File: src/hdl/tps_pkg.sv
package tps_pkg;

    // Parameter defaults
    localparam int MAX_RANK_DEF   = 8;
    localparam int DIM_BITS_DEF   = 16;
    localparam int INDEX_BITS_DEF = 32;

    // Fixed field and register geometry
    localparam int DATA_W         = 32;
    localparam int CFG_W          = 64;
    localparam int CFG_ADDR_W     = 3;
    localparam int RANK_W         = 4;
    localparam int SLOT_BITS      = 16;
    localparam int SLOTS_PER_REG  = 4;
    localparam int PERM_BITS      = 3;
    localparam int PERM_SLOTS     = 8;

    // Register indexes
    localparam logic [CFG_ADDR_W-1:0] REG_RANK     = 3'd0;
    localparam logic [CFG_ADDR_W-1:0] REG_IN_LO    = 3'd1;
    localparam logic [CFG_ADDR_W-1:0] REG_IN_HI    = 3'd2;
    localparam logic [CFG_ADDR_W-1:0] REG_OUT_LO   = 3'd3;
    localparam logic [CFG_ADDR_W-1:0] REG_OUT_HI   = 3'd4;
    localparam logic [CFG_ADDR_W-1:0] REG_PERM     = 3'd5;

    // Controller to datapath
    typedef struct packed {
        logic load;
        logic count_step;
        logic check;
        logic div_start;
        logic div_take;
        logic stride_step;
        logic out_load;
    } t_cmd;

    // Datapath to controller
    typedef struct packed {
        logic last_dim;
        logic dim_zero;
        logic in_range;
        logic div_done;
    } t_sts;

endpackage

File: src/hdl/tps_div.sv
module tps_div #(
    parameter int INDEX_BITS = tps_pkg::INDEX_BITS_DEF,
    parameter int DIM_BITS   = tps_pkg::DIM_BITS_DEF
) (
    input  logic                  i_clk,
    input  logic                  i_rst_n,
    input  logic                  i_start,
    input  logic [INDEX_BITS-1:0] i_dividend,
    input  logic [DIM_BITS-1:0]   i_divisor,
    output logic                  o_done,
    output logic [INDEX_BITS-1:0] o_quotient,
    output logic [DIM_BITS-1:0]   o_remainder
);
    import tps_pkg::*;

    localparam int CW = $clog2(INDEX_BITS);

    logic                  r_busy, n_busy;
    logic                  r_done, n_done;
    logic [CW-1:0]         r_cnt, n_cnt;
    logic [INDEX_BITS-1:0] r_quo, n_quo;
    logic [DIM_BITS-1:0]   r_rem, n_rem;
    logic [DIM_BITS-1:0]   r_dvs, n_dvs;

    logic [DIM_BITS:0]     w_shift;
    logic [DIM_BITS:0]     w_diff;
    logic                  w_ge;

    // Restoring division, one quotient bit a cycle; dividend bits leave r_quo at the top
    // while quotient bits enter at the bottom.
    assign w_shift = {r_rem, r_quo[INDEX_BITS-1]};
    assign w_ge    = w_shift >= {1'b0, r_dvs};
    assign w_diff  = w_shift - {1'b0, r_dvs};

    always_comb begin
        n_busy = r_busy;
        n_done = 1'b0;
        n_cnt  = r_cnt;
        n_quo  = r_quo;
        n_rem  = r_rem;
        n_dvs  = r_dvs;
        if (i_start) begin
            n_busy = 1'b1;
            n_cnt  = CW'(INDEX_BITS - 1);
            n_quo  = i_dividend;
            n_rem  = '0;
            n_dvs  = i_divisor;
        end else if (r_busy) begin
            n_quo = {r_quo[INDEX_BITS-2:0], w_ge};
            n_rem = w_ge ? w_diff[DIM_BITS-1:0] : w_shift[DIM_BITS-1:0];
            n_cnt = r_cnt - 1'b1;
            if (r_cnt == '0) begin
                n_busy = 1'b0;
                n_done = 1'b1;
            end
        end
    end

    always_ff @(posedge i_clk) begin
        if (!i_rst_n) begin
            r_busy <= 1'b0;
            r_done <= 1'b0;
            r_cnt  <= '0;
        end else begin
            r_busy <= n_busy;
            r_done <= n_done;
            r_cnt  <= n_cnt;
        end
        r_quo <= n_quo;
        r_rem <= n_rem;
        r_dvs <= n_dvs;
    end

    assign o_done      = r_done;
    assign o_quotient  = r_quo;
    assign o_remainder = r_rem;

    a_start_idle: assert property (@(posedge i_clk) disable iff (!i_rst_n)
        i_start |-> !r_busy)
        else $error("divider restarted while busy");

    a_rem_below: assert property (@(posedge i_clk) disable iff (!i_rst_n)
        r_done |-> (r_rem < r_dvs))
        else $error("remainder not below divisor");

endmodule

File: src/hdl/tps_dp.sv
module tps_dp #(
    parameter int MAX_RANK   = tps_pkg::MAX_RANK_DEF,
    parameter int DIM_BITS   = tps_pkg::DIM_BITS_DEF,
    parameter int INDEX_BITS = tps_pkg::INDEX_BITS_DEF
) (
    input  logic                                         i_clk,
    input  logic                                         i_rst_n,
    input  logic                                         i_cfg_wr_en,
    input  logic [tps_pkg::CFG_ADDR_W-1:0]               i_cfg_addr,
    input  logic [tps_pkg::CFG_W-1:0]                    i_cfg_wdata,
    input  logic [tps_pkg::DATA_W-1:0]                   i_dest_index,
    input  tps_pkg::t_cmd                                i_cmd,
    output tps_pkg::t_sts                                o_sts,
    output logic [tps_pkg::DATA_W-1:0]                   o_source_index,
    output logic                                         o_in_range
);
    import tps_pkg::*;

    localparam int DW    = (MAX_RANK > 1) ? $clog2(MAX_RANK) : 1;
    localparam int CNT_W = INDEX_BITS + 1;
    localparam int PW    = CNT_W + DIM_BITS;
    localparam int MW    = INDEX_BITS + DIM_BITS;
    localparam logic [CNT_W-1:0] CAP = {1'b1, {INDEX_BITS{1'b0}}};

    // Configuration
    logic [RANK_W-1:0]    r_rank;
    logic [DIM_BITS-1:0]  r_in_dim  [MAX_RANK];
    logic [DIM_BITS-1:0]  r_out_dim [MAX_RANK];
    logic [PERM_BITS-1:0] r_perm    [MAX_RANK];

    // Item state
    logic [INDEX_BITS-1:0] r_dest;
    logic [CNT_W-1:0]      r_count;
    logic [DW-1:0]         r_dim;
    logic [INDEX_BITS-1:0] r_tmp;
    logic [DIM_BITS-1:0]   r_coord   [PERM_SLOTS];
    logic [PERM_SLOTS-1:0] r_coord_v;
    logic [INDEX_BITS-1:0] r_src;
    logic [INDEX_BITS-1:0] r_stride;
    logic                  r_inr;
    logic [DATA_W-1:0]     r_out_src;
    logic                  r_out_inr;

    logic [DW-1:0]         w_last;
    logic [PW-1:0]         w_prod;
    logic [CNT_W-1:0]      w_count_sat;
    logic                  w_in_range;
    logic [PERM_BITS-1:0]  w_rd_slot;
    logic [PERM_BITS-1:0]  w_wr_slot;
    logic [DIM_BITS-1:0]   w_coord;
    logic [MW-1:0]         w_term;
    logic [MW-1:0]         w_stride_nx;
    logic                  w_div_done;
    logic [INDEX_BITS-1:0] w_quo;
    logic [DIM_BITS-1:0]   w_rem;

    always_ff @(posedge i_clk) begin
        if (!i_rst_n) begin
            r_rank <= RANK_W'(1);
            for (int k = 0; k < MAX_RANK; k++) begin
                r_in_dim[k]  <= DIM_BITS'(1);
                r_out_dim[k] <= DIM_BITS'(1);
                r_perm[k]    <= PERM_BITS'(k);
            end
        end else if (i_cfg_wr_en) begin
            unique case (i_cfg_addr)
                REG_RANK: begin
                    r_rank <= i_cfg_wdata[RANK_W-1:0];
                end
                REG_IN_LO: begin
                    for (int k = 0; k < MAX_RANK; k++)
                        if (k < SLOTS_PER_REG)
                            r_in_dim[k] <= i_cfg_wdata[(k % SLOTS_PER_REG)*SLOT_BITS +: DIM_BITS];
                end
                REG_IN_HI: begin
                    for (int k = 0; k < MAX_RANK; k++)
                        if (k >= SLOTS_PER_REG)
                            r_in_dim[k] <= i_cfg_wdata[(k % SLOTS_PER_REG)*SLOT_BITS +: DIM_BITS];
                end
                REG_OUT_LO: begin
                    for (int k = 0; k < MAX_RANK; k++)
                        if (k < SLOTS_PER_REG)
                            r_out_dim[k] <= i_cfg_wdata[(k % SLOTS_PER_REG)*SLOT_BITS +: DIM_BITS];
                end
                REG_OUT_HI: begin
                    for (int k = 0; k < MAX_RANK; k++)
                        if (k >= SLOTS_PER_REG)
                            r_out_dim[k] <= i_cfg_wdata[(k % SLOTS_PER_REG)*SLOT_BITS +: DIM_BITS];
                end
                REG_PERM: begin
                    for (int k = 0; k < MAX_RANK; k++)
                        r_perm[k] <= i_cfg_wdata[k*PERM_BITS +: PERM_BITS];
                end
                default: begin
                end
            endcase
        end
    end

    // Rank zero counts as one, anything past MAX_RANK as MAX_RANK
    always_comb begin
        if (r_rank == '0)
            w_last = '0;
        else if (r_rank > RANK_W'(MAX_RANK))
            w_last = DW'(MAX_RANK - 1);
        else
            w_last = DW'(r_rank - 1'b1);
    end

    // Element count, saturated at 2^INDEX_BITS
    assign w_prod      = PW'(r_count) * PW'(r_out_dim[r_dim]);
    assign w_count_sat = (w_prod > PW'(CAP)) ? CAP : CNT_W'(w_prod);
    assign w_in_range  = {1'b0, r_dest} < r_count;

    assign w_wr_slot   = r_perm[r_dim];
    assign w_rd_slot   = PERM_BITS'(r_dim);
    assign w_coord     = r_coord_v[w_rd_slot] ? r_coord[w_rd_slot] : '0;
    assign w_term      = MW'(w_coord) * MW'(r_stride);
    assign w_stride_nx = MW'(r_in_dim[r_dim]) * MW'(r_stride);

    tps_div #(
        .INDEX_BITS (INDEX_BITS),
        .DIM_BITS   (DIM_BITS)
    ) u_div (
        .i_clk       (i_clk),
        .i_rst_n     (i_rst_n),
        .i_start     (i_cmd.div_start),
        .i_dividend  (r_tmp),
        .i_divisor   (r_out_dim[r_dim]),
        .o_done      (w_div_done),
        .o_quotient  (w_quo),
        .o_remainder (w_rem)
    );

    always_ff @(posedge i_clk) begin
        if (!i_rst_n) begin
            r_coord_v <= '0;
            r_count   <= CNT_W'(1);
            r_dim     <= '0;
        end else begin
            if (i_cmd.load) begin
                r_coord_v <= '0;
                r_count   <= CNT_W'(1);
                r_dim     <= '0;
            end
            if (i_cmd.count_step) begin
                r_count <= w_count_sat;
                r_dim   <= r_dim + 1'b1;
            end
            if (i_cmd.check)
                r_dim <= w_last;
            // Division runs from the last dimension down, so the first write to a slot
            // comes from the highest output dimension naming it: keep that one.
            if (i_cmd.div_take) begin
                if (!r_coord_v[w_wr_slot])
                    r_coord_v[w_wr_slot] <= 1'b1;
                r_dim <= (r_dim == '0) ? w_last : r_dim - 1'b1;
            end
            if (i_cmd.stride_step)
                r_dim <= r_dim - 1'b1;
        end
    end

    always_ff @(posedge i_clk) begin
        if (i_cmd.load)
            r_dest <= INDEX_BITS'(i_dest_index);
        if (i_cmd.check) begin
            r_tmp    <= r_dest;
            r_inr    <= w_in_range;
            r_src    <= '0;
            r_stride <= INDEX_BITS'(1);
        end
        if (i_cmd.div_take) begin
            r_tmp <= w_quo;
            if (!r_coord_v[w_wr_slot])
                r_coord[w_wr_slot] <= w_rem;
        end
        if (i_cmd.stride_step) begin
            r_src    <= r_src + w_term[INDEX_BITS-1:0];
            r_stride <= w_stride_nx[INDEX_BITS-1:0];
        end
        if (i_cmd.out_load) begin
            r_out_src <= DATA_W'(r_src);
            r_out_inr <= r_inr;
        end
    end

    assign o_sts.last_dim = (r_dim == w_last);
    assign o_sts.dim_zero = (r_dim == '0);
    assign o_sts.in_range = w_in_range;
    assign o_sts.div_done = w_div_done;

    assign o_source_index = r_out_src;
    assign o_in_range     = r_out_inr;

    a_count_cap: assert property (@(posedge i_clk) disable iff (!i_rst_n)
        r_count <= CAP)
        else $error("element count above saturation cap");

endmodule

File: src/hdl/tps_ctrl.sv
module tps_ctrl (
    input  logic          i_clk,
    input  logic          i_rst_n,
    input  logic          i_s_tvalid,
    output logic          o_s_tready,
    output logic          o_m_tvalid,
    input  logic          i_m_tready,
    input  tps_pkg::t_sts i_sts,
    output tps_pkg::t_cmd o_cmd
);
    import tps_pkg::*;

    typedef enum logic [6:0] {
        S_IDLE   = 7'b0000001,
        S_COUNT  = 7'b0000010,
        S_CHECK  = 7'b0000100,
        S_DSTART = 7'b0001000,
        S_DWAIT  = 7'b0010000,
        S_STRIDE = 7'b0100000,
        S_DONE   = 7'b1000000
    } t_state;

    t_state r_state, n_state;
    logic   r_ovalid, n_ovalid;
    logic   w_out_free;

    assign w_out_free = !r_ovalid || i_m_tready;

    always_comb begin
        n_state = r_state;
        o_cmd   = '0;
        unique case (r_state)
            S_IDLE: begin
                if (i_s_tvalid) begin
                    o_cmd.load = 1'b1;
                    n_state    = S_COUNT;
                end
            end
            S_COUNT: begin
                o_cmd.count_step = 1'b1;
                if (i_sts.last_dim)
                    n_state = S_CHECK;
            end
            S_CHECK: begin
                o_cmd.check = 1'b1;
                n_state     = i_sts.in_range ? S_DSTART : S_DONE;
            end
            S_DSTART: begin
                o_cmd.div_start = 1'b1;
                n_state         = S_DWAIT;
            end
            S_DWAIT: begin
                if (i_sts.div_done) begin
                    o_cmd.div_take = 1'b1;
                    n_state        = i_sts.dim_zero ? S_STRIDE : S_DSTART;
                end
            end
            S_STRIDE: begin
                o_cmd.stride_step = 1'b1;
                if (i_sts.dim_zero)
                    n_state = S_DONE;
            end
            S_DONE: begin
                // Hold the result until the output register frees up
                if (w_out_free) begin
                    o_cmd.out_load = 1'b1;
                    n_state        = S_IDLE;
                end
            end
            default: begin
                n_state = S_IDLE;
            end
        endcase
    end

    assign n_ovalid = o_cmd.out_load || (r_ovalid && !i_m_tready);

    always_ff @(posedge i_clk) begin
        if (!i_rst_n) begin
            r_state  <= S_IDLE;
            r_ovalid <= 1'b0;
        end else begin
            r_state  <= n_state;
            r_ovalid <= n_ovalid;
        end
    end

    assign o_s_tready = (r_state == S_IDLE);
    assign o_m_tvalid = r_ovalid;

    a_done_in_wait: assert property (@(posedge i_clk) disable iff (!i_rst_n)
        i_sts.div_done |-> (r_state == S_DWAIT))
        else $error("division finished outside the wait state");

    a_load_no_clobber: assert property (@(posedge i_clk) disable iff (!i_rst_n)
        (r_ovalid && !i_m_tready && r_state == S_DONE) |=> (r_state == S_DONE))
        else $error("result dropped while output word still pending");

endmodule

File: src/hdl/tensor_permute_source_index.sv
// Channel   Dir  Signals                      Payload (lowest bit first)
// s stream  in   i_s_tvalid/o_s_tready        tdata: dest_index[31:0]
// m stream  out  o_m_tvalid/i_m_tready        tdata: source_index[31:0]; tuser: in_range
// cfg       in   i_cfg_wr_en/addr/wdata       rank, in_dims lo/hi, out_dims lo/hi, perm
//
// For a word in range the bit-serial divider runs once per dimension in use, last dimension first;
// a word out of range skips the division.
// One word is processed at a time; the next word is taken while the result still waits.
// Reset (synchronous, active low) gives rank 1, all sizes 1, identity permutation.
// A stalled output holds the result; work on the next word stops only at its own end.
module tensor_permute_source_index #(
    parameter int MAX_RANK   = tps_pkg::MAX_RANK_DEF,
    parameter int DIM_BITS   = tps_pkg::DIM_BITS_DEF,
    parameter int INDEX_BITS = tps_pkg::INDEX_BITS_DEF
) (
    input  logic                           i_clk,
    input  logic                           i_rst_n,
    input  logic                           i_s_tvalid,
    output logic                           o_s_tready,
    input  logic [tps_pkg::DATA_W-1:0]     i_s_tdata,   // dest_index
    output logic                           o_m_tvalid,
    input  logic                           i_m_tready,
    output logic [tps_pkg::DATA_W-1:0]     o_m_tdata,   // source_index
    output logic                           o_m_tuser,   // in_range
    input  logic                           i_cfg_wr_en,
    input  logic [tps_pkg::CFG_ADDR_W-1:0] i_cfg_addr,
    input  logic [tps_pkg::CFG_W-1:0]      i_cfg_wdata
);
    import tps_pkg::*;

    t_cmd w_cmd;
    t_sts w_sts;

    tps_ctrl u_ctrl (
        .i_clk      (i_clk),
        .i_rst_n    (i_rst_n),
        .i_s_tvalid (i_s_tvalid),
        .o_s_tready (o_s_tready),
        .o_m_tvalid (o_m_tvalid),
        .i_m_tready (i_m_tready),
        .i_sts      (w_sts),
        .o_cmd      (w_cmd)
    );

    tps_dp #(
        .MAX_RANK   (MAX_RANK),
        .DIM_BITS   (DIM_BITS),
        .INDEX_BITS (INDEX_BITS)
    ) u_dp (
        .i_clk          (i_clk),
        .i_rst_n        (i_rst_n),
        .i_cfg_wr_en    (i_cfg_wr_en),
        .i_cfg_addr     (i_cfg_addr),
        .i_cfg_wdata    (i_cfg_wdata),
        .i_dest_index   (i_s_tdata),
        .i_cmd          (w_cmd),
        .o_sts          (w_sts),
        .o_source_index (o_m_tdata),
        .o_in_range     (o_m_tuser)
    );

endmodule

File: config.mk
export PLATFORM = sky130hd
export DESIGN_NAME = tensor_permute_source_index
export DESIGN_NICKNAME = d
export VERILOG_FILES = /design/src/hdl/tps_pkg.sv /design/src/hdl/tps_div.sv /design/src/hdl/tps_dp.sv /design/src/hdl/tps_ctrl.sv /design/src/hdl/tensor_permute_source_index.sv
export SDC_FILE = /design/constraint.sdc
export NUM_CORES = 2
export LEC_CHECK = 0
export BUFFER_PORTS_ARGS = -buffer_cell sky130_fd_sc_hd__buf_2
export CAP_MARGIN = 20
export CORE_UTILIZATION = 44
export CTS_CLUSTER_DIAMETER = 120
export DETAILED_ROUTE_END_ITERATION = 10
export PLACE_DENSITY_LB_ADDON = 0.3
export SYNTH_ARGS = -nofsm -noshare
export SYNTH_HDL_FRONTEND = slang
export SYNTH_SLANG_ARGS = --single-unit
export TNS_END_PERCENT = 10
File: constraint.sdc
create_clock -name i_clk -period 11.7 [get_ports i_clk]
set_clock_uncertainty 0.15 [all_clocks]
set_input_delay 1.755 -clock i_clk [delete_from_list [all_inputs] [get_ports i_clk]]
set_output_delay 1.755 -clock i_clk [all_outputs]
set_load 0.03 [all_outputs]
==> impl_metrics.tcl <==
set metrics [dict create \
    outcome "finished, final reports clean" \
    netlist_instances 6701 \
    report.final.slew_viol_count 0 \
    placementRows 145 \
    max-clock-path-buffers 3 \
    cts_tree "built" \
    clk_latency_ps 710 \
    fin_crit_sh_pct 86.1 \
    antenna_found_initial 2 \
    nFillCells 14405 \
    gp_congestion 0.892 \
    synth_cell_type_count 96 \
    clkPwrFrac_pct 11.5 \
    area_delta_synth_final_pct 7.94 \
    synth_xor_area_share_pct 1.86 \
    yosysWarningCount 0 \
    synth_ff_type "edfxtp_1" \
    instances_no_fill 8815 \
    die_x_um 400 \
    ys_async_sr_fraction_pct 0 \
    yosys-mux-area-fraction_pct 4.95 \
    h-tree-depth 3 \
    synth_top_family_by_area "adder cells" \
    p_leak_nw 32.1 \
    setup_viol 0 \
    path_clk_slew_ps 50 \
    seq_area_frac_synth_pct 29.0 \
    p_per_area_nw_per_um2 301 \
    hold_buffers 0 \
    synth-compound-area-share_pct 4.57 \
    layout_common_cells "1,281 x inv_1, 1,144 x nand2_1, 1,071 x fa_1" \
    dp_hpwl_mm 133 \
    place_inst 8662 \
    layout-drive-gt1-share_pct 8.98 \
    hold_path.class "reg2reg" \
    cts_setup_buffers 0 \
    overflow 0 \
    first_iter_violations 3479 \
    p_switching_mw 11.0 \
    end_kind "register" \
    ctsResizeCount 0 \
    grt_use_total_pct 24.0 \
    grt_pass1_vias 50778 \
    coreArea_um2 157000 \
    syn-num-nets 8183 \
    synthesis.area_um2 69600 \
    synth_edf_count 618 \
    drv_cap 0 \
    ys_seq_elements 700 \
    vias_per_cell 5.38 \
    worstSetupStartpointType "register" \
    avgSynthCellArea_um2 10.4 \
    criticalPathCategory "reg2reg" \
    root_buffer "clkbuf_16" \
    grt_max_degree 65 \
    ir_worst_vdd_uv 884 \
    final_antenna_net_count 0 \
    start_util_pct 44.4 \
    cp.arrival_ps 10550 \
    fmax_mhz 99.3 \
    fin_crit_ps 10070 \
    cts.sinks 700 \
    numCtsBuffers 82 \
    diodes 0 \
    grt_pass1_wl_mm 295 \
    cp_data_required_time_ps 12180 \
    path_max_fanout 48 \
    slew_headroom_pct 22.7 \
    layout_commonest_cell "inv_1" \
    grt_setup_unrepaired "false" \
    hold_viol 0 \
    final_nets 8171 \
    yosys.area_share.simple_pct 14.5 \
    fp.dieH_um 400 \
    drtPass1Iterations 5 \
    synth_fa_ha_area_share_pct 36.3 \
    combPwrFrac_pct 75.6 \
    sw_frac_of_total_pct 48.8 \
    finalWirelength_mm 185 \
    num_vias 47383 \
    p_int_mw 11.6 \
    io_pins 139 \
    portBuffers 138 \
    die_area_um2 160000 \
    drc 0 \
    avgRoutedWirePerCell_um 21.0 \
    worst_pin_slew_ps 1160 \
    pwr-share-seq_pct 12.9 \
    setup_tns_ps 0 \
]
-- final cells by class --
type / instances / area (um2) / area share, %
tap: 2058 / 2570 / 3.43
clock inverter: 46 / 508 / 0.676
clock buffer: 106 / 2220 / 2.96
multi-input combinational: 4378 / 43400 / 57.7
inverter: 1284 / 4820 / 6.41
timing repair buffer: 243 / 1490 / 1.98
sequential: 700 / 20200 / 26.9
-- flip-flops by register name (all words and copies together), names as in the netlist, 5 cells and up, named ones only --
name / cells
u_dp.r_coord: 128
u_dp.r_in_dim: 128
u_dp.r_out_dim: 128
u_dp.r_count: 33
u_dp.o_source_index: 32
u_dp.r_dest: 32
u_dp.r_src: 32
u_dp.r_stride: 32
u_dp.r_tmp: 32
u_dp.u_div.o_quotient: 32
u_dp.r_perm: 24
u_dp.u_div.o_remainder: 16
u_dp.u_div.r_dvs: 16
u_dp.r_coord_v: 8
u_ctrl.r_state: 7
u_dp.u_div.r_cnt: 5
-- cell usage after synthesis (all sizes together), types with 42 or more instances --
master / number / area [um2]
mux2: 58 / 653
mux4: 104 / 2340
a21oi: 117 / 589
xnor2: 109 / 955
ha: 307 / 3840
buf: 42 / 223
dfxtp: 82 / 1640
nor2: 282 / 1070
clkbuf: 297 / 1140
nor2b: 81 / 507
nand2: 1149 / 4310
fa: 1071 / 21400
a21o: 52 / 392
and2: 436 / 2730
inv: 1284 / 4820
edfxtp: 618 / 18600
o21ai: 113 / 607
mux2i: 45 / 450
-- path summary, 6_finish.rpt --
path	startpoint	to	slack [ps]	depth (start not counted)
worst max-delay path	register	u_dp.r_count[5]$_SDFFE_PN0P_	1630	26
worst min-delay path	u_dp.r_inr$_DFFE_PP_	u_dp.o_in_range$_DFFE_PP_	280	0
worst max register to register	register	u_dp.r_count[5]$_SDFFE_PN0P_	1630	26
worst min register to register	u_dp.r_inr$_DFFE_PP_	u_dp.o_in_range$_DFFE_PP_	280	0
-- kinds of logic after synthesis --
group	count (synthesis)
AO/OA/AOI/OAI	471
XOR/XNOR	148
adder cells (fa/ha/maj)	1378
buffers and inverters	1623
flip-flops	700
multiplexers	207
AND/OR/NAND/NOR	2174
-- stage by stage --
stage	hold WS (ps)	instance area (um2)	total power [mW]	worst slack, ps	utilization, %
6_report	282	75200	22.6	1630	48.0
5_1_grt	292	75200	25.0	1090	48.0
4_1_cts	281	75200	22.6	1660	48.0
3_5_place_dp	276	72400	19.9	1710	46.2
3_3_place_gp	259	72400	19.6	1870	46.2
2_1_floorplan	250	69600	16.1	2480	-
-- power groups by stage --
stage / clock network, mW / logic (mW) / registers [mW]
2_1_floorplan: 0 / 13.1 / 2.92
3_3_place_gp: 0 / 16.6 / 2.97
3_5_place_dp: 0 / 16.9 / 2.98
4_1_cts: 2.63 / 17.1 / 2.93
5_1_grt: 2.72 / 19.3 / 2.94
6_report: 2.59 / 17.1 / 2.93
-- metal layers --
layer  track usage (%)  share of wire, %  vias to the layer above  wire (um)
met5                 0                 0                        -          0
met4              8.75               3.9                        0       7180
met3              3.58               6.5                      369      12000
met2              40.9                49                     1664      91400
met1              31.0                40                    24488      74600
li1                  -                 -                    20862          -
-- critical path, cell delays in order (launching register included) --
cell	delay (ps)
dfxtp_4	1010
buf_4	360
mux4_2	520
mux2_2	590
and2_1	330
fa_1	490
inv_1	60
fa_1	540
inv_1	50
fa_1	380
fa_1	430
fa_1	530
inv_1	60
fa_1	510
inv_1	60
ha_1	440
a21oi_1	160
o21ai_0	480
o21ai_0	190
o31ai_1	620
a311oi_1	230
xnor2_1	190
a2111oi_0	250
and4_1	250
nand4_2	150
or3b_1	700
o21ai_2	210
(Power assumes the default switching activity.)
